<file path="src/rtl/observation_confirm_aging_table_unit_macros.svh">
// assertion macros for the observation confirm aging table unit
`ifndef OBSERVATION_CONFIRM_AGING_TABLE_UNIT_MACROS_SVH
`define OBSERVATION_CONFIRM_AGING_TABLE_UNIT_MACROS_SVH

// condition in this cycle implies consequence in the same cycle
`define OCAT_ASSERT_NOW(label, ante, cons) \
  label: assert property (@(posedge clk) disable iff (rst) (ante) |-> (cons)) \
    else $error("ocat assertion failed");

// condition in this cycle implies consequence in the next cycle
`define OCAT_ASSERT_NEXT(label, ante, cons) \
  label: assert property (@(posedge clk) disable iff (rst) (ante) |=> (cons)) \
    else $error("ocat assertion failed");

`endif

</file>
<file path="src/rtl/ocat_pkg.sv">
// package: constants, codes and item types of the observation confirm aging table
package ocat_pkg;

  localparam int TABLE_DEPTH = 32;
  localparam int KEY_BITS    = 16;
  localparam int IDX_W       = (TABLE_DEPTH > 1) ? $clog2(TABLE_DEPTH) : 1;
  localparam int KEY_FIELD_W = 16;
  localparam int KEY_W       = (KEY_BITS < KEY_FIELD_W) ? KEY_BITS : KEY_FIELD_W;
  localparam int CNT_W       = 16;
  localparam int TIME_W      = 32;

  localparam logic [CNT_W-1:0]  THRESHOLD_RESET = 16'd30;
  localparam logic [TIME_W-1:0] TIMEOUT_RESET   = 32'd60000;
  localparam logic [CNT_W-1:0]  CNT_MAX         = '1;

  localparam logic [2:0] CMD_OBSERVE = 3'd0;
  localparam logic [2:0] CMD_FORCE   = 3'd1;
  localparam logic [2:0] CMD_REMOVE  = 3'd2;
  localparam logic [2:0] CMD_SWEEP   = 3'd3;
  localparam logic [2:0] CMD_LOOKUP  = 3'd4;

  localparam logic [1:0] ACT_NONE    = 2'd0;
  localparam logic [1:0] ACT_BLOCK   = 2'd1;
  localparam logic [1:0] ACT_REMOVED = 2'd2;

  localparam logic [1:0] STS_OK        = 2'd0;
  localparam logic [1:0] STS_SKIPPED   = 2'd1;
  localparam logic [1:0] STS_FULL      = 2'd2;
  localparam logic [1:0] STS_NOT_FOUND = 2'd3;

  localparam logic REG_THRESHOLD = 1'b0;
  localparam logic REG_TIMEOUT   = 1'b1;

  typedef struct packed {
    logic [2:0]             command;
    logic [KEY_FIELD_W-1:0] item_key;
    logic                   already_blocked;
    logic                   zone_item;
    logic                   intersection_item;
    logic [TIME_W-1:0]      now_ms;
  } item_t;

  typedef struct packed {
    logic [KEY_FIELD_W-1:0] result_key;
    logic [1:0]             action;
    logic                   found;
    logic                   is_published;
    logic [CNT_W-1:0]       hit_count;
    logic [1:0]             status;
    logic                   last;
  } result_t;

  typedef struct packed {
    logic [CNT_W-1:0]  count;
    logic [TIME_W-1:0] seen_time;
    logic              published;
  } slot_t;

  typedef struct packed {
    logic             found;
    logic [IDX_W-1:0] match_idx;
    logic             full;
    logic [IDX_W-1:0] free_idx;
  } cam_match_t;

  typedef struct packed {
    logic             set;
    logic             clr;
    logic [IDX_W-1:0] idx;
    logic [KEY_W-1:0] key;
  } cam_update_t;

endpackage

</file>
<file path="src/rtl/ocat_ram.sv">
// generic single write port ram with registered read
module ocat_ram #(
  parameter int WIDTH = 8,
  parameter int DEPTH = 16,
  parameter int AW    = (DEPTH > 1) ? $clog2(DEPTH) : 1
) (
  input  logic             clk,
  input  logic             we,
  input  logic [AW-1:0]    waddr,
  input  logic [WIDTH-1:0] wdata,
  input  logic [AW-1:0]    raddr,
  output logic [WIDTH-1:0] rdata
);

  logic [WIDTH-1:0] mem [DEPTH];

  always_ff @(posedge clk) begin
    if (we) begin
      mem[waddr] <= wdata;
    end
    rdata <= mem[raddr];
  end

endmodule

</file>
<file path="src/rtl/ocat_cam.sv">
// key store with valid bits, key match and free slot search
module ocat_cam (
  input  logic                      clk,
  input  logic                      rst,
  input  logic [ocat_pkg::KEY_W-1:0] query_key,
  output ocat_pkg::cam_match_t      match,
  input  ocat_pkg::cam_update_t     upd,
  input  logic [ocat_pkg::IDX_W-1:0] rd_idx,
  output logic                      rd_valid,
  output logic [ocat_pkg::KEY_W-1:0] rd_key
);
  import ocat_pkg::*;

  logic [TABLE_DEPTH-1:0] valid;
  logic [KEY_W-1:0]       keys [TABLE_DEPTH];
  logic [TABLE_DEPTH-1:0] hit;

  always_comb begin
    for (int i = 0; i < TABLE_DEPTH; i++) begin
      hit[i] = valid[i] && (keys[i] == query_key);
    end
  end

  // lowest index wins
  always_comb begin
    match.found     = |hit;
    match.full      = &valid;
    match.match_idx = '0;
    match.free_idx  = '0;
    for (int i = TABLE_DEPTH - 1; i >= 0; i--) begin
      if (hit[i]) begin
        match.match_idx = IDX_W'(i);
      end
      if (!valid[i]) begin
        match.free_idx = IDX_W'(i);
      end
    end
  end

  assign rd_valid = valid[rd_idx];
  assign rd_key   = keys[rd_idx];

  always_ff @(posedge clk) begin
    if (rst) begin
      valid <= '0;
    end else if (upd.set) begin
      valid[upd.idx] <= 1'b1;
    end else if (upd.clr) begin
      valid[upd.idx] <= 1'b0;
    end
  end

  always_ff @(posedge clk) begin
    if (upd.set) begin
      keys[upd.idx] <= upd.key;
    end
  end

endmodule

</file>
<file path="src/rtl/observation_confirm_aging_table_unit.sv">
// top level of the observation confirm aging table unit
//
//  channel   signals                               handshake
//  -------   -----------------------------------   -------------------------------
//  command   start, busy, item                     taken when start and not busy
//  result    done, result                          one cycle pulse, no back pressure
//  config    psel penable pwrite paddr pwdata      write on access phase, pready high
//            prdata pready
//
// observe, force, remove, lookup and unknown codes do the key match and slot ram read in the
// accept cycle, then the read-modify-write in the exec state, which registers the result.
// sweep does one slot ram read per cycle over every slot, then passes the end state; each sweep
// result is held until the next hit slot or the end cycle, so only the final one has last.
// synchronous reset clears the valid bits and the sequencer and sets both registers to their defaults.
// busy is high while a command is in progress; results are never held off.
`include "observation_confirm_aging_table_unit_macros.svh"

module observation_confirm_aging_table_unit (
  input  logic              clk,
  input  logic              rst,
  input  logic              start,
  output logic              busy,
  input  ocat_pkg::item_t   item,
  output logic              done,
  output ocat_pkg::result_t result,
  input  logic              psel,
  input  logic              penable,
  input  logic              pwrite,
  input  logic [2:0]        paddr,
  input  logic [31:0]       pwdata,
  output logic [31:0]       prdata,
  output logic              pready
);
  import ocat_pkg::*;

  localparam logic [1:0] ST_IDLE      = 2'd0;
  localparam logic [1:0] ST_EXEC      = 2'd1;
  localparam logic [1:0] ST_SWEEP     = 2'd2;
  localparam logic [1:0] ST_SWEEP_END = 2'd3;

  logic [1:0]        state;
  logic [CNT_W-1:0]  threshold;
  logic [TIME_W-1:0] timeout;

  logic              accept;
  logic              cfg_write;

  // latched item and match
  logic [2:0]        cmd_q;
  logic [KEY_W-1:0]  key_q;
  logic              skip_q;
  logic [TIME_W-1:0] now_q;
  cam_match_t        match_q;
  logic [IDX_W-1:0]  scan_idx;

  cam_match_t        match;
  cam_update_t       upd;
  logic              cam_rd_valid;
  logic [KEY_W-1:0]  cam_rd_key;

  logic              ram_we;
  logic [IDX_W-1:0]  ram_waddr;
  slot_t             ram_wdata;
  logic [IDX_W-1:0]  ram_raddr;
  slot_t             rd;

  result_t           exec_res;
  result_t           sweep_res;
  logic              sweep_hit;
  logic              sweep_evict;
  result_t           pend;
  logic              pend_valid;
  result_t           pend_early;
  result_t           sweep_none;

  logic [CNT_W-1:0]  base_cnt;
  logic              base_pub;
  logic [CNT_W-1:0]  new_cnt;
  logic              pub_now;
  logic [TIME_W-1:0] elapsed;

  assign busy      = (state != ST_IDLE);
  assign accept    = start && !busy;
  assign pready    = 1'b1;
  assign cfg_write = psel && penable && pwrite;

  // byte offset bits are ignored
  assign prdata = (paddr[2] == REG_TIMEOUT) ? timeout : {16'd0, threshold};

  always_ff @(posedge clk) begin
    if (rst) begin
      threshold <= THRESHOLD_RESET;
      timeout   <= TIMEOUT_RESET;
    end else if (cfg_write) begin
      if (paddr[2] == REG_THRESHOLD) begin
        threshold <= pwdata[CNT_W-1:0];
      end else begin
        timeout <= pwdata;
      end
    end
  end

  ocat_cam u_cam (
    .clk       (clk),
    .rst       (rst),
    .query_key (item.item_key[KEY_W-1:0]),
    .match     (match),
    .upd       (upd),
    .rd_idx    (scan_idx),
    .rd_valid  (cam_rd_valid),
    .rd_key    (cam_rd_key)
  );

  ocat_ram #(
    .WIDTH ($bits(slot_t)),
    .DEPTH (TABLE_DEPTH)
  ) u_slot_ram (
    .clk   (clk),
    .we    (ram_we),
    .waddr (ram_waddr),
    .wdata (ram_wdata),
    .raddr (ram_raddr),
    .rdata (rd)
  );

  always_comb begin
    if (state == ST_SWEEP) begin
      ram_raddr = IDX_W'(scan_idx + 1'b1);
    end else if (item.command == CMD_SWEEP) begin
      ram_raddr = '0;
    end else if (match.found) begin
      ram_raddr = match.match_idx;
    end else begin
      ram_raddr = match.free_idx;
    end
  end

  // single command read-modify-write and sweep eviction clear
  always_comb begin
    base_cnt = match_q.found ? rd.count : '0;
    base_pub = match_q.found && rd.published;
    if (cmd_q == CMD_OBSERVE) begin
      new_cnt = (base_cnt != CNT_MAX) ? CNT_W'(base_cnt + 1'b1) : base_cnt;
    end else begin
      new_cnt = (threshold != CNT_MAX) ? CNT_W'(threshold + 1'b1) : CNT_MAX;
    end
    pub_now = (new_cnt > threshold);

    exec_res            = '0;
    exec_res.result_key = KEY_FIELD_W'(key_q);
    exec_res.last       = 1'b1;
    ram_we              = 1'b0;
    ram_waddr           = match_q.found ? match_q.match_idx : match_q.free_idx;
    ram_wdata.count     = new_cnt;
    ram_wdata.seen_time = now_q;
    ram_wdata.published = base_pub || pub_now;
    upd                 = '0;
    upd.idx             = ram_waddr;
    upd.key             = key_q;

    unique case (cmd_q)
      CMD_OBSERVE, CMD_FORCE: begin
        if (skip_q) begin
          exec_res.status       = STS_SKIPPED;
          exec_res.found        = match_q.found;
          exec_res.is_published = base_pub;
          exec_res.hit_count    = base_cnt;
        end else if (!match_q.found && match_q.full) begin
          exec_res.status = STS_FULL;
        end else begin
          exec_res.found        = 1'b1;
          exec_res.is_published = base_pub || pub_now;
          exec_res.hit_count    = new_cnt;
          exec_res.action       = pub_now ? ACT_BLOCK : ACT_NONE;
          ram_we                = (state == ST_EXEC);
          upd.set               = (state == ST_EXEC) && !match_q.found;
        end
      end
      CMD_REMOVE: begin
        if (match_q.found) begin
          exec_res.action = ACT_REMOVED;
          exec_res.found  = 1'b1;
          upd.clr         = (state == ST_EXEC);
        end else begin
          exec_res.status = STS_NOT_FOUND;
        end
      end
      CMD_LOOKUP: begin
        if (match_q.found) begin
          exec_res.found        = 1'b1;
          exec_res.is_published = rd.published;
          exec_res.hit_count    = rd.count;
        end else begin
          exec_res.status = STS_NOT_FOUND;
        end
      end
      default: begin
      end
    endcase

    if (state == ST_SWEEP && sweep_evict) begin
      upd.clr = 1'b1;
      upd.idx = scan_idx;
    end
  end

  // sweep slot evaluation
  always_comb begin
    elapsed     = TIME_W'(now_q - rd.seen_time);
    sweep_evict = cam_rd_valid && (elapsed > timeout);
    sweep_hit   = sweep_evict || (cam_rd_valid && rd.published);
    sweep_res            = '0;
    sweep_res.result_key = KEY_FIELD_W'(cam_rd_key);
    sweep_res.found      = 1'b1;
    sweep_res.status     = STS_OK;
    sweep_res.last       = 1'b1;
    if (sweep_evict) begin
      sweep_res.action = ACT_REMOVED;
    end else begin
      sweep_res.action       = ACT_BLOCK;
      sweep_res.is_published = 1'b1;
      sweep_res.hit_count    = rd.count;
    end
    pend_early      = pend;
    pend_early.last = 1'b0;
    sweep_none      = '0;
    sweep_none.last = 1'b1;
  end

  always_ff @(posedge clk) begin
    if (accept) begin
      cmd_q   <= item.command;
      key_q   <= item.item_key[KEY_W-1:0];
      skip_q  <= item.already_blocked || item.zone_item ||
                 (item.command == CMD_OBSERVE && item.intersection_item);
      now_q   <= item.now_ms;
      match_q <= match;
    end
  end

  always_ff @(posedge clk) begin
    if (rst) begin
      state      <= ST_IDLE;
      done       <= 1'b0;
      pend_valid <= 1'b0;
      scan_idx   <= '0;
    end else begin
      done <= 1'b0;
      unique case (state)
        ST_IDLE: begin
          scan_idx <= '0;
          if (accept) begin
            state <= (item.command == CMD_SWEEP) ? ST_SWEEP : ST_EXEC;
          end
        end
        ST_EXEC: begin
          done   <= 1'b1;
          result <= exec_res;
          state  <= ST_IDLE;
        end
        ST_SWEEP: begin
          if (sweep_hit) begin
            if (pend_valid) begin
              done   <= 1'b1;
              result <= pend_early;
            end
            pend       <= sweep_res;
            pend_valid <= 1'b1;
          end
          scan_idx <= IDX_W'(scan_idx + 1'b1);
          if (scan_idx == IDX_W'(TABLE_DEPTH - 1)) begin
            state <= ST_SWEEP_END;
          end
        end
        ST_SWEEP_END: begin
          done <= 1'b1;
          if (pend_valid) begin
            result <= pend;
          end else begin
            result <= sweep_none;
          end
          pend_valid <= 1'b0;
          state      <= ST_IDLE;
        end
        default: begin
          state <= ST_IDLE;
        end
      endcase
    end
  end

  `OCAT_ASSERT_NEXT(a_exec_gives_result, state == ST_EXEC, done && result.last)
  `OCAT_ASSERT_NEXT(a_sweep_ends_with_last, state == ST_SWEEP_END, done && result.last)
  `OCAT_ASSERT_NOW(a_early_result_only_in_sweep, done && !result.last, state == ST_SWEEP || state == ST_SWEEP_END)
  `OCAT_ASSERT_NEXT(a_accept_sets_busy, accept, busy)

endmodule
</file>
<file path="config.mk">
export PLATFORM = sky130hd
export DESIGN_NAME = observation_confirm_aging_table_unit
export DESIGN_NICKNAME = d
export VERILOG_FILES = /design/src/rtl/ocat_pkg.sv /design/src/rtl/ocat_ram.sv /design/src/rtl/ocat_cam.sv /design/src/rtl/observation_confirm_aging_table_unit.sv
export VERILOG_INCLUDE_DIRS = /design/src /design/src/rtl
export SDC_FILE = /design/constraint.sdc
export NUM_CORES = 2
export LEC_CHECK = 0
export BUFFER_PORTS_ARGS = -buffer_cell sky130_fd_sc_hd__buf_2
export CAP_MARGIN = 25
export CELL_PAD_IN_SITES_DETAIL_PLACEMENT = 1
export CELL_PAD_IN_SITES_GLOBAL_PLACEMENT = 2
export CORE_ASPECT_RATIO = 1.5
export CORE_UTILIZATION = 51
export DETAILED_ROUTE_END_ITERATION = 8
export GPL_TIMING_DRIVEN = 0
export PLACE_DENSITY = 0.95
export SLEW_MARGIN = 25
export SYNTH_ARGS = -nofsm -noshare
export SYNTH_HDL_FRONTEND = slang
export SYNTH_SLANG_ARGS = --single-unit
</file>
<file path="constraint.sdc">
create_clock -name clk -period 19.5 [get_ports clk]
set_input_delay 3.9 -clock clk [delete_from_list [all_inputs] [get_ports clk]]
set_output_delay 3.9 -clock clk [all_outputs]
set_load 0.005 [all_outputs]
</file>
# Word-level counts from Yosys, hierarchy flattened
# Memory sizes are Yosys's and may differ from the RTL's. A register that Yosys moved wholly into a read port is not among the register bits.
# Cells that the tools add are included.
word_totals:
  reg_bits: 211
  ram_bits: 2080
  input_bits: 95
  out_inout_bits: 74
  elab_cells: 275
  memories: 2
memory_table:
  columns: ["name", "words", "word_bits", "read_ports", "rd_clocked_by_memory_dff", "write_ports", "line_no", "source"]
  rows:
  - ["u_slot_ram.mem", 32, 49, 1, 1, 1, "ocat_ram.sv:15", "logic [WIDTH-1:0] mem [DEPTH];"]
  - ["u_cam.keys", 32, 16, 33, 1, 1, "ocat_cam.sv:15", "logic [KEY_W-1:0] keys [TABLE_DEPTH];"]
classes:
  add_sub_neg: 4
  magnitude_cmp: 5
  eq_ne: 46
  n_mux: 120
  bitwise_logic: 5
  n_reduce_logical: 68
op_table:
  columns: ["op", "count"]
  rows:
  - ["equality test 16 bit", 32]
  - ["2-to-1 mux 5 bit", 68]
  - ["2-to-1 mux 39 bit", 3]
  - ["one-hot mux 39 bit (3 select lines)", 1]
  - ["2-to-1 mux 32 bit", 3]
  - ["2-to-1 mux 16 bit", 4]
  - ["logical AND 1 bit", 43]
  - ["one-hot mux 17 bit (2 select lines)", 1]
  - ["adder 16 x 1 -> 16 bit (second input constant)", 2]
  - ["AND 32 bit", 1]
  - ["> comparator 32 bit", 1]
  - ["inequality test 16 bit (second input constant)", 2]
  - ["inverter 32 bit", 1]
  - ["bitwise OR 32 bit", 1]
  - ["AND reduction 32 bit", 1]
  - ["OR reduction 32 bit", 1]
  - ["subtractor 32 bit", 1]
  - ["2-to-1 mux 20 bit", 1]
  - ["2-to-1 mux 1 bit", 19]
  - ["2-to-1 mux 19 bit", 1]
  - ["2-to-1 mux 18 bit", 1]
  - ["2-to-1 mux 17 bit", 1]
  - ["> comparator 16 bit", 1]
  - ["< comparator 5 x 6 -> 1 bit (second input constant)", 2]
  - ["31 further kinds", 56]

# Longest topological paths before layout
# An unclocked memory read counts as a cell.
logic_depth:
  depth_word: 38
  ltp_mapped: 32
  depth_no_buf: 31

# By module
# From an unflattened synthesis, not the netlist that was laid out.
hier_totals:
  hier_cells: 6534
  area_unflattened_um2: 101437.3
by_module_without_submodules:
  columns: ["module", "instances", "cells_each", "area_each_um2", "seq_area_each_um2"]
  rows:
  - ["ocat_ram", 1, 3434, 61854.3, 48066.1]
  - ["ocat_cam", 1, 1845, 27950.6, 16015.4]
  - ["observation_confirm_aging_table_unit", 1, 1255, 11632.4, 5255.0]

# Worst setup path before layout
# OpenSTA, ideal clock, no wires.
synth_timing:
  kind: "input -> output"
  start: "in paddr[2]"
  end: "out prdata[21]"
  t_arrival_ps: 4665
  slack_ps: 10935
  stages: 4
  n_path_buf: 2
  path_cell_list: "clkbuf_1 > clkinv_1 > clkbuf_1 > nor2_1"
synth_via:
  elab_chain_cells: 1
synth_rtl:
  columns: ["element", "line_no", "source"]
  rows:
  - ["start: declaration", "observation_confirm_aging_table_unit.sv:29", "input logic [2:0] paddr,"]
  - ["2-to-1 mux 32 bit", "observation_confirm_aging_table_unit.sv:88", "assign prdata = (paddr[2] == REG_TIMEOUT) ? timeout : {16'd0, threshold};"]
  - ["end: declaration", "observation_confirm_aging_table_unit.sv:31", "output logic [31:0] prdata,"]
# No other way between the ends.

==> flow_summary.ini <==
[timing]
worstMarginPinSlew_ps = 1275
setup_viol = 0
tns_ps = 0
max_freq_ghz = 0.08875
setup_ws_ps = 8232
rsz0062_at_grt = no
maxSlewViolCount = 0
period_share_pct = 57.78
relSlewSlack_pct = 15.01
skew_ps = 100.9
hold_violations = 0
period_minus_slack_ps = 11270

[layout]
multi_input_area_um2 = 31550
area_growth_pct = 15.57
seq_area_um2 = 69340
fin_util_pct = 59.48
num-fill-cells = 18510
drive_gt1_share_pct = 16.82
fin_cells = 10150
nets = 7504

[drt]
drtIter0Drc = 9784
via_per_inst = 7.004
wl_per_cell_um = 43.18
dr.pass1.iters = 7
drcViolationCount = 0
finalWirelength_um = 438400
vias = 71100
detail-route-antenna-nets = 0

[power_and_ir_drop]
switching_power_mw = 2.496
power_frac_clock_pct = 42.8
leakage_nw = 43.82
power.switching_fraction_pct = 23.18
power.density_nw_per_um2 = 90.44
combinationalPowerShare_pct = 5.2
p_int_mw = 8.273
vdd_drop_max_uv = 88.66
seqPwrFrac_pct = 52.0

[logic_synthesis]
synth-seq-area-share_pct = 67.30
synth_nets = 6909
async_flop_share_pct = 0
synth_area_leader_cell = edfxtp_1
ys_seq_elements = 2355
ys.flop_type = edfxtp_1
synth_edf_count = 2217
synth_top_area_share_pct = 64.62
syn_area_per_cell_um2 = 15.31
syn_area_um2 = 103000
synth_cell_type_count = 93
yosysMostFrequentCell = edfxtp_1
synth_area_leaders = edfxtp_1 65%, mux2i_1 6.6%, mux4_2 3.7%
yosys_warnings = 0
synth_top_cells_by_count = 2217 x edfxtp_1, 684 x mux2i_1, 421 x nand2_1, 320 x a22oi_1, 305 x xor2_1
syn_inst = 6730

[global_routing]
grt_first_pass_wirelength_um = 591000
grt_max_degree = 35
grt_util_all_layers_pct = 42.24
antenna_found_initial = 18
grt_pass1_vias = 74130
grt_overflow = 0

[floorplan]
die-area_um2 = 203900
die_y_um = 552.5
start_util_pct = 51.47
io_pins = 169
die_w_um = 369.0
rows = 201
coreArea_um2 = 200200

[clock_network]
clkSlewWorstSetupHoldPaths_ps = 70
cts_tree = done
numClockSinks = 2355
cts_hold_buffers = 0
clockRootBuffer = clkbuf_16
post_cts_resize_count = 0
cts-htree-levels = 4
postCtsSetupRepairBufs = 0
numCtsBuffers = 223
insertion_delay_ps = 960
clk_path_buf_depth = 4

[setup_path]
worst_ep_required_time_ps = 20220
start_kind = input pin
worst_path_largest_cell_delay_ps = 900
worstPathCellList = buf_2 > buf_2 > buf_4 > buf_4 > xor2_1 > nor3b_1 > and4_1 > a2bb2oi_1 > nor4b_1 > nand4_1 > nor3_1 > o41ai_2 > buf_4 > nor2_2 > clkbuf_1 > a22oi_1 > o211ai_1 > a32oi_1 > o221ai_1
cp-end-kind = flop
slowest_stage = o221ai_1
path_buf_inv = 6
crit_top_cell = buf_4
cp.arrival_ps = 11980
cpLargestDelayFamily = compound AO/OA/AOI/OAI gates
crit_type = input pin to flop
path_max_fanout = 10

[place]
hpwl_um = 311300
place_inst = 9710
gp_routability_congestion = 1.039
io_buffers = 163
pre_cts_slack_ps = 8157

[hold_path]
hold_class = flop to flop

[status]
status = finished clean

[flow_run]
drv_cap = 0
[power groups by stage]
stage	combinational (mW)	sequential, mW	clock, mW
final	0.564	5.60	4.61
after global routing	0.570	5.60	4.72
after CTS	0.510	5.62	4.58
after detailed placement	0.502	5.73	0
after global placement	0.420	5.76	0
after floorplan	0.233	5.71	0
[worst min-delay path: stages (launching register included)]
cell and delay [ps]:
dfxtp_1 310, nand2_1 50, a21oi_1 50
[final timing paths]
check,startpoint,end,slack [ps],cells after the start
worst min-delay path,timeout[18]$_SDFFE_PP0P_,timeout[18]$_SDFFE_PP0P_,460,2
worst max register to register,now_q[1]$_DFFE_PP_,u_cam.keys[15][8]$_DFFE_PP_,8940,28
worst max-delay path,item[37],u_slot_ram.rdata[0]$_DFF_P_,8230,19
worst min register to register,timeout[18]$_SDFFE_PP0P_,timeout[18]$_SDFFE_PP0P_,460,2
[layer usage]
metal / wire (um) / global-route usage (%) / part of all wire [%]
met5: 57 / 0 / 0.013
met4: 53530 / 41.32 / 12
met3: 36730 / 7.699 / 8.4
met2: 210700 / 69.98 / 48
met1: 137400 / 44.78 / 31
[kinds of logic (layout without fill, tap and decap cells)]
| group | count (synthesis) | count (layout) | synth area share (%) |
|---|---|---|---|
| AOI/OAI and AO/OA | 1042 | 1042 | 7.240 |
| xor gates and xnor gates | 568 | 568 | 4.828 |
| adders and majority gates | 84 | 84 | 1.027 |
| buffers and inverters | 520 | 1294 | 2.542 |
| DFF | 2355 | 2355 | 67.30 |
| muxes | 862 | 862 | 10.45 |
| other | 1 | 10 | 0.003640 |
| and+or+nand+nor | 1298 | 1298 | 6.612 |
[metrics by stage]
stage	area [um^2]	hold WS [ps]	total power [mW]
after floorplan	103000	436.3	5.942
after global placement	107100	442.3	6.176
after detailed placement	111200	451.8	6.233
after CTS	118600	461.1	10.71
after global routing	119100	487.1	10.89
final	119100	461.4	10.77
[layout by cell type (no fill, tap or decap), drive strengths merged, types with 16 or more instances in the layout]
master / Yosys / routed
a21o: 30 / 30
a21oi: 184 / 184
a221oi: 48 / 48
a22oi: 320 / 320
a32oi: 52 / 52
and2: 22 / 22
and3: 23 / 23
and4: 40 / 40
buf: 226 / 591
bufinv: 0 / 29
clkbuf: 129 / 411
clkinv: 2 / 83
dfxtp: 138 / 138
edfxtp: 2217 / 2217
ha: 83 / 83
inv: 163 / 168
mux2i: 684 / 684
mux4: 170 / 170
nand2: 421 / 421
nand2b: 33 / 33
nand3: 74 / 74
nand4: 153 / 153
nand4b: 16 / 16
nor2: 211 / 211
nor2b: 34 / 34
nor3: 33 / 33
nor3b: 23 / 23
nor4: 92 / 92
nor4b: 24 / 24
o211ai: 105 / 105
o21a: 19 / 19
o21ai: 110 / 110
o221ai: 50 / 50
o22ai: 16 / 16
or2: 43 / 43
xnor2: 263 / 263
xor2: 305 / 305
[flip-flops by register name, summed over array words and instances, names as in the netlist, 2 cells and up, named ones only]
register,flops
u_slot_ram.mem,1568
timeout,32
u_cam.keys,512
threshold,16
cmd_q,3
key_q,16
now_q,32
state,2
pend,34
result,39
match_q,12
u_slot_ram.rdata,49
scan_idx,5
[layout make-up]
class / instances / share of cell area (%)
Clock inverter: 127 / 1.221
Multi-Input combinational cell: 3855 / 26.50
Clock buffer: 277 / 4.994
Sequential cell: 2355 / 58.23
Antenna cell: 9 / 0.01891
Buffer: 355 / 1.700
Inverter: 165 / 0.5202
Tap cell: 2639 / 2.773
Timing Repair Buffer: 370 / 4.045
Note: power is estimated with default switching activity, not from simulation.
